## src/hdl/asrt_pkg.sv

```systemverilog
// Shared types and constants for the array sorter.
package asrt_pkg;

   localparam int VALUE_W = 32;

   typedef logic signed [VALUE_W-1:0] value_type;

   // Per-cycle command broadcast to every cell of the chain.
   typedef struct packed {
      logic load;   // insert the incoming value at its ordered place
      logic shift;  // move every entry one cell toward the head
   } cell_ctrl_type;

   typedef enum logic [1:0] {
      ST_LOAD  = 2'b01,
      ST_DRAIN = 2'b10
   } state_type;

endpackage

```

## src/hdl/asrt_cell.sv

```systemverilog
// One compare-and-shift cell of the insertion chain.
module asrt_cell (
   input  logic                    clock,
   input  logic                    reset,
   input  asrt_pkg::cell_ctrl_type ctrl,
   input  asrt_pkg::value_type     new_value,
   input  logic                    prev_lt,
   input  logic                    prev_occ,
   input  asrt_pkg::value_type     prev_value,
   input  logic                    next_occ,
   input  asrt_pkg::value_type     next_value,
   output asrt_pkg::value_type     value,
   output logic                    occ,
   output logic                    lt
);
   import asrt_pkg::*;

   value_type value_ff, value_in;
   logic      occ_ff, occ_in;

   // Empty cells always count as "new value goes at or before me".
   assign lt = !occ_ff || (new_value < value_ff);

   always_comb begin
      value_in = value_ff;
      occ_in   = occ_ff;
      if (ctrl.shift) begin
         value_in = next_value;
         occ_in   = next_occ;
      end else if (ctrl.load) begin
         if (lt) begin
            // upstream neighbor also moves right: take its value, else take new one
            value_in = prev_lt ? prev_value : new_value;
         end
         occ_in = occ_ff | prev_occ;
      end
   end

   always_ff @(posedge clock) begin
      if (reset) begin
         occ_ff <= 1'b0;
      end else begin
         occ_ff <= occ_in;
      end
   end

   always_ff @(posedge clock) begin
      value_ff <= value_in;
   end

   assign value = value_ff;
   assign occ   = occ_ff;

endmodule

```

## config.mk

```make
export PLATFORM = sky130hd
export DESIGN_NAME = asrt_cell
export DESIGN_NICKNAME = d
export VERILOG_FILES = /design/src/hdl/asrt_pkg.sv /design/src/hdl/asrt_cell.sv
export SDC_FILE = /design/constraint.sdc
export NUM_CORES = 1
export LEC_CHECK = 0
export BUFFER_PORTS_ARGS = -buffer_cell sky130_fd_sc_hd__buf_2
export CORE_AREA = 5 5 81 83
export DETAILED_ROUTE_END_ITERATION = 8
export DIE_AREA = 0 0 86 88
export GPL_TIMING_DRIVEN = 0
export PLACE_DENSITY_LB_ADDON = 0.3
export REMOVE_ABC_BUFFERS = 1
export SETUP_SLACK_MARGIN = 0.3
export SYNTH_ARGS = -nofsm -noshare
export SYNTH_HDL_FRONTEND = slang
export SYNTH_SLANG_ARGS = --single-unit
```

## constraint.sdc

```tcl
create_clock -name clock -period 3 [get_ports clock]
set_clock_uncertainty 0.15 [all_clocks]
set_input_delay 0.15 -clock clock [delete_from_list [all_inputs] [get_ports clock]]
set_output_delay 0.15 -clock clock [all_outputs]
set_load 0.05 [all_outputs]
```

==> results.ini <==
[run_status]
outcome = finished, final reports clean

[die]
die-area_sq_mm = 0.00757
num_rows = 28
die_x_um = 86
fp.dieH_um = 88
initial_core_util = 0.432
core_area_sq_mm = 0.00578
ioPinCount = 137

[yosys]
synthTopCellsByArea = edfxtp_1 38%, ha_1 16%, mux2i_1 13%
synth_compound_area_frac = 0.138
synth_top_area_share = 0.385
synth_xor_area_frac = 0
synth_mux_area_frac = 0.134
yosys.cell_types.count = 28
synth_area_sq_mm = 0.00250
ys_seq_area_frac = 0.393
syn_avg_cell_area_sq_um = 9.42
synth_top_area_cell = edfxtp_1
synth_top_family_by_area = adder cells
yosys_warnings = 0
synthCells = 265
synth_fa_ha_area_frac = 0.155
synthSimpleGateAreaFrac = 0.113
synth_seq_cells = 33

[worst_setup_path]
crit_type = register to primary output
start_kind = register
critPathRequiredTime_ps = 2700
crit_fanout = 3
r2r_end = value[5]$_DFFE_PP_
reg2reg_depth = 8
rrSetupSlack_ps = 350
worstReg2RegStart = value[31]$_DFFE_PP_
worstPathCellList = inv_1 > ha_4 > nand4_1 > o311a_1 > o41ai_4 > a21oi_2 > mux2_4 > buf_8
crit_arrival_ps = 2370
crit_path_end_kind = primary output
critPathSlowestCell = o311a_1
slowest_delay_ps = 400

[clock_tree]
cts_root_buf = clkbuf_8
path_clk_slew_ps = 60
cts_tree = done
clk_latency_ps = 280
clock_path_buffers = 2
cts_buffers = 5
clock-sinks = 33
htree_levels = 2

[cells_and_area]
final_cell_mix = 135 x buf_2, 42 x nand2_1, 36 x o21ai_0
design_area_sq_mm = 0.00363
fin_nets = 551
drive_above_1_share = 0.420
layout_commonest_cell = buf_2
n_antenna_cell = 0
area_delta_synth_final_pct = 45.3
fillCellCount = 512

[sta]
tightestPinTransition_ps = 1010
setup_ws_ps = 327
whs_ps = 3.77
finalCritPeriodShare = 0.891
hold_violations = 0
max_freq_mhz = 374
finalSetupViolations = 0
max_slew_margin = 0.324
drv_slew = 0
fin_crit_ps = 2670
rsz0062_at_grt = true

[worst_hold_path]
hold_path_class = input pin to register
worstHoldStart = next_value[21]
min_to = value[21]$_DFFE_PP_
hold-path-cell-count = 3

[global_routing]
antenna_found_initial = 0
grt_max_degree = 70
grt_pass1_vias = 2533
grt_pass1_wl_um = 11200
grt_usage = 0.186
gr-total-overflow = 0

[drt]
avgViaCountPerCell = 4.94
drt_iter0_drc = 107
vias = 2431
drc = 0
wl_um = 6940
drt_first_pass_iters = 4
ant_nets = 0
wire_per_inst_um = 14.1

[pwr]
peakVddDrop_uv = 233
power_density_mw_per_mm2 = 429
power_mw = 1.56
leakage_nw = 1.84

[flow_run]
drv_cap = 0

[placement]
placed_area_sq_mm = 0.00323
dp.final_hpwl_um = 5110
port_buffers = 136
dp_slack_ps = -216
place.gp.congestion = 0.778

==> cell usage after synthesis <==
master and count:
o41ai_2 1, nand3b_1 1, a221oi_2 1, clkbuf_1 8
a21o_1 1, mux2i_1 32, a21oi_1 16, edfxtp_1 32
inv_1 32, dfxtp_1 1, buf_2 3, o21ai_1 1
o211a_1 1, a211o_1 1, nand4_1 6, nor3_1 1
nor2_1 6, o21ai_0 36, a31oi_1 2, or2b_1 2
nand2b_1 1, o311a_1 1, nand3_1 3, mux2_4 1
ha_1 31, nand2_1 42, nor4_1 1, or4b_1 1
==> worst max path at each step <==
stage | startpoint | to | cells after the start
floorplan | value[30]$_DFFE_PP_ | value[0]$_DFFE_PP_ | 8
global placement | value[2]$_DFFE_PP_ | value[3]$_DFFE_PP_ | 8
detailed placement | value[31]$_DFFE_PP_ | value[3]$_DFFE_PP_ | 8
CTS | value[2]$_DFFE_PP_ | lt | 9
global route | value[2]$_DFFE_PP_ | lt | 9
finish | value[7]$_DFFE_PP_ | lt | 8
==> critical path: cells and delay by family (launching register included) <==
kind | cells | cell delay [ps]
flip-flops | 1 | 340
AO/OA/AOI/OAI | 3 | 860
AND/OR/NAND/NOR | 1 | 90
adder cells (fa/ha/maj) | 1 | 270
buffers and inverters | 2 | 220
multiplexers | 1 | 310
==> flip-flops by register name, summed over array words and instances, names as in the netlist <==
signal,flops
occ,1
value,32
==> where the power goes <==
part	internal [mW]	switching, mW
logic	0.241	0.407
clock network	0.156	0.154
registers	0.571	0.0255
==> routing by layer <==
| metal | vias up | part of all wire | track usage |
|---|---|---|---|
| met2 | 87 | 0.51 | 0.347 |
| met5 | - | 0 | 0 |
| li1 | 1256 | - | - |
| met3 | 9 | 0.082 | 0.0442 |
| met4 | 0 | 0.013 | 0.0547 |
| met1 | 1079 | 0.40 | 0.208 |
==> stage by stage <==
| stage | instances | utilization | TNS, ps |
|---|---|---|---|
| 6_report | 492 | 0.628 | 0 |
| 5_1_grt | 492 | 0.628 | 0 |
| 4_1_cts | 483 | 0.601 | 0 |
| 3_5_place_dp | 465 | 0.558 | -6880 |
| 3_3_place_gp | 465 | 0.558 | -4870 |
| 2_1_floorplan | 254 | - | -3050 |
==> kinds of logic after synthesis <==
family,Yosys count
compound gates,61
mux,33
fa+ha+maj,31
flops,33
buf+inv,43
simple gates,64
==> repair_timing <==
action,in CTS,in global routing
setup endpoints to repair,33,33
pin swaps,5,11
buffers inserted,0,9
hold buffers,8,0
endpoints found under the hold margin,7,0
resized for setup,12,15
cloned,3,0
==> area by class of cell <==
cell class	count	area, sq um	share of cell area
clock buffers	6	72.6	0.0200
clock inverters	1	3.75	0.00103
inverters	32	120	0.0331
multi-input cells	192	1520	0.419
flip-flops and latches	33	981	0.270
well taps	75	93.8	0.0259
repair buffers	153	838	0.231
Power figures use the tool's default switching activity.
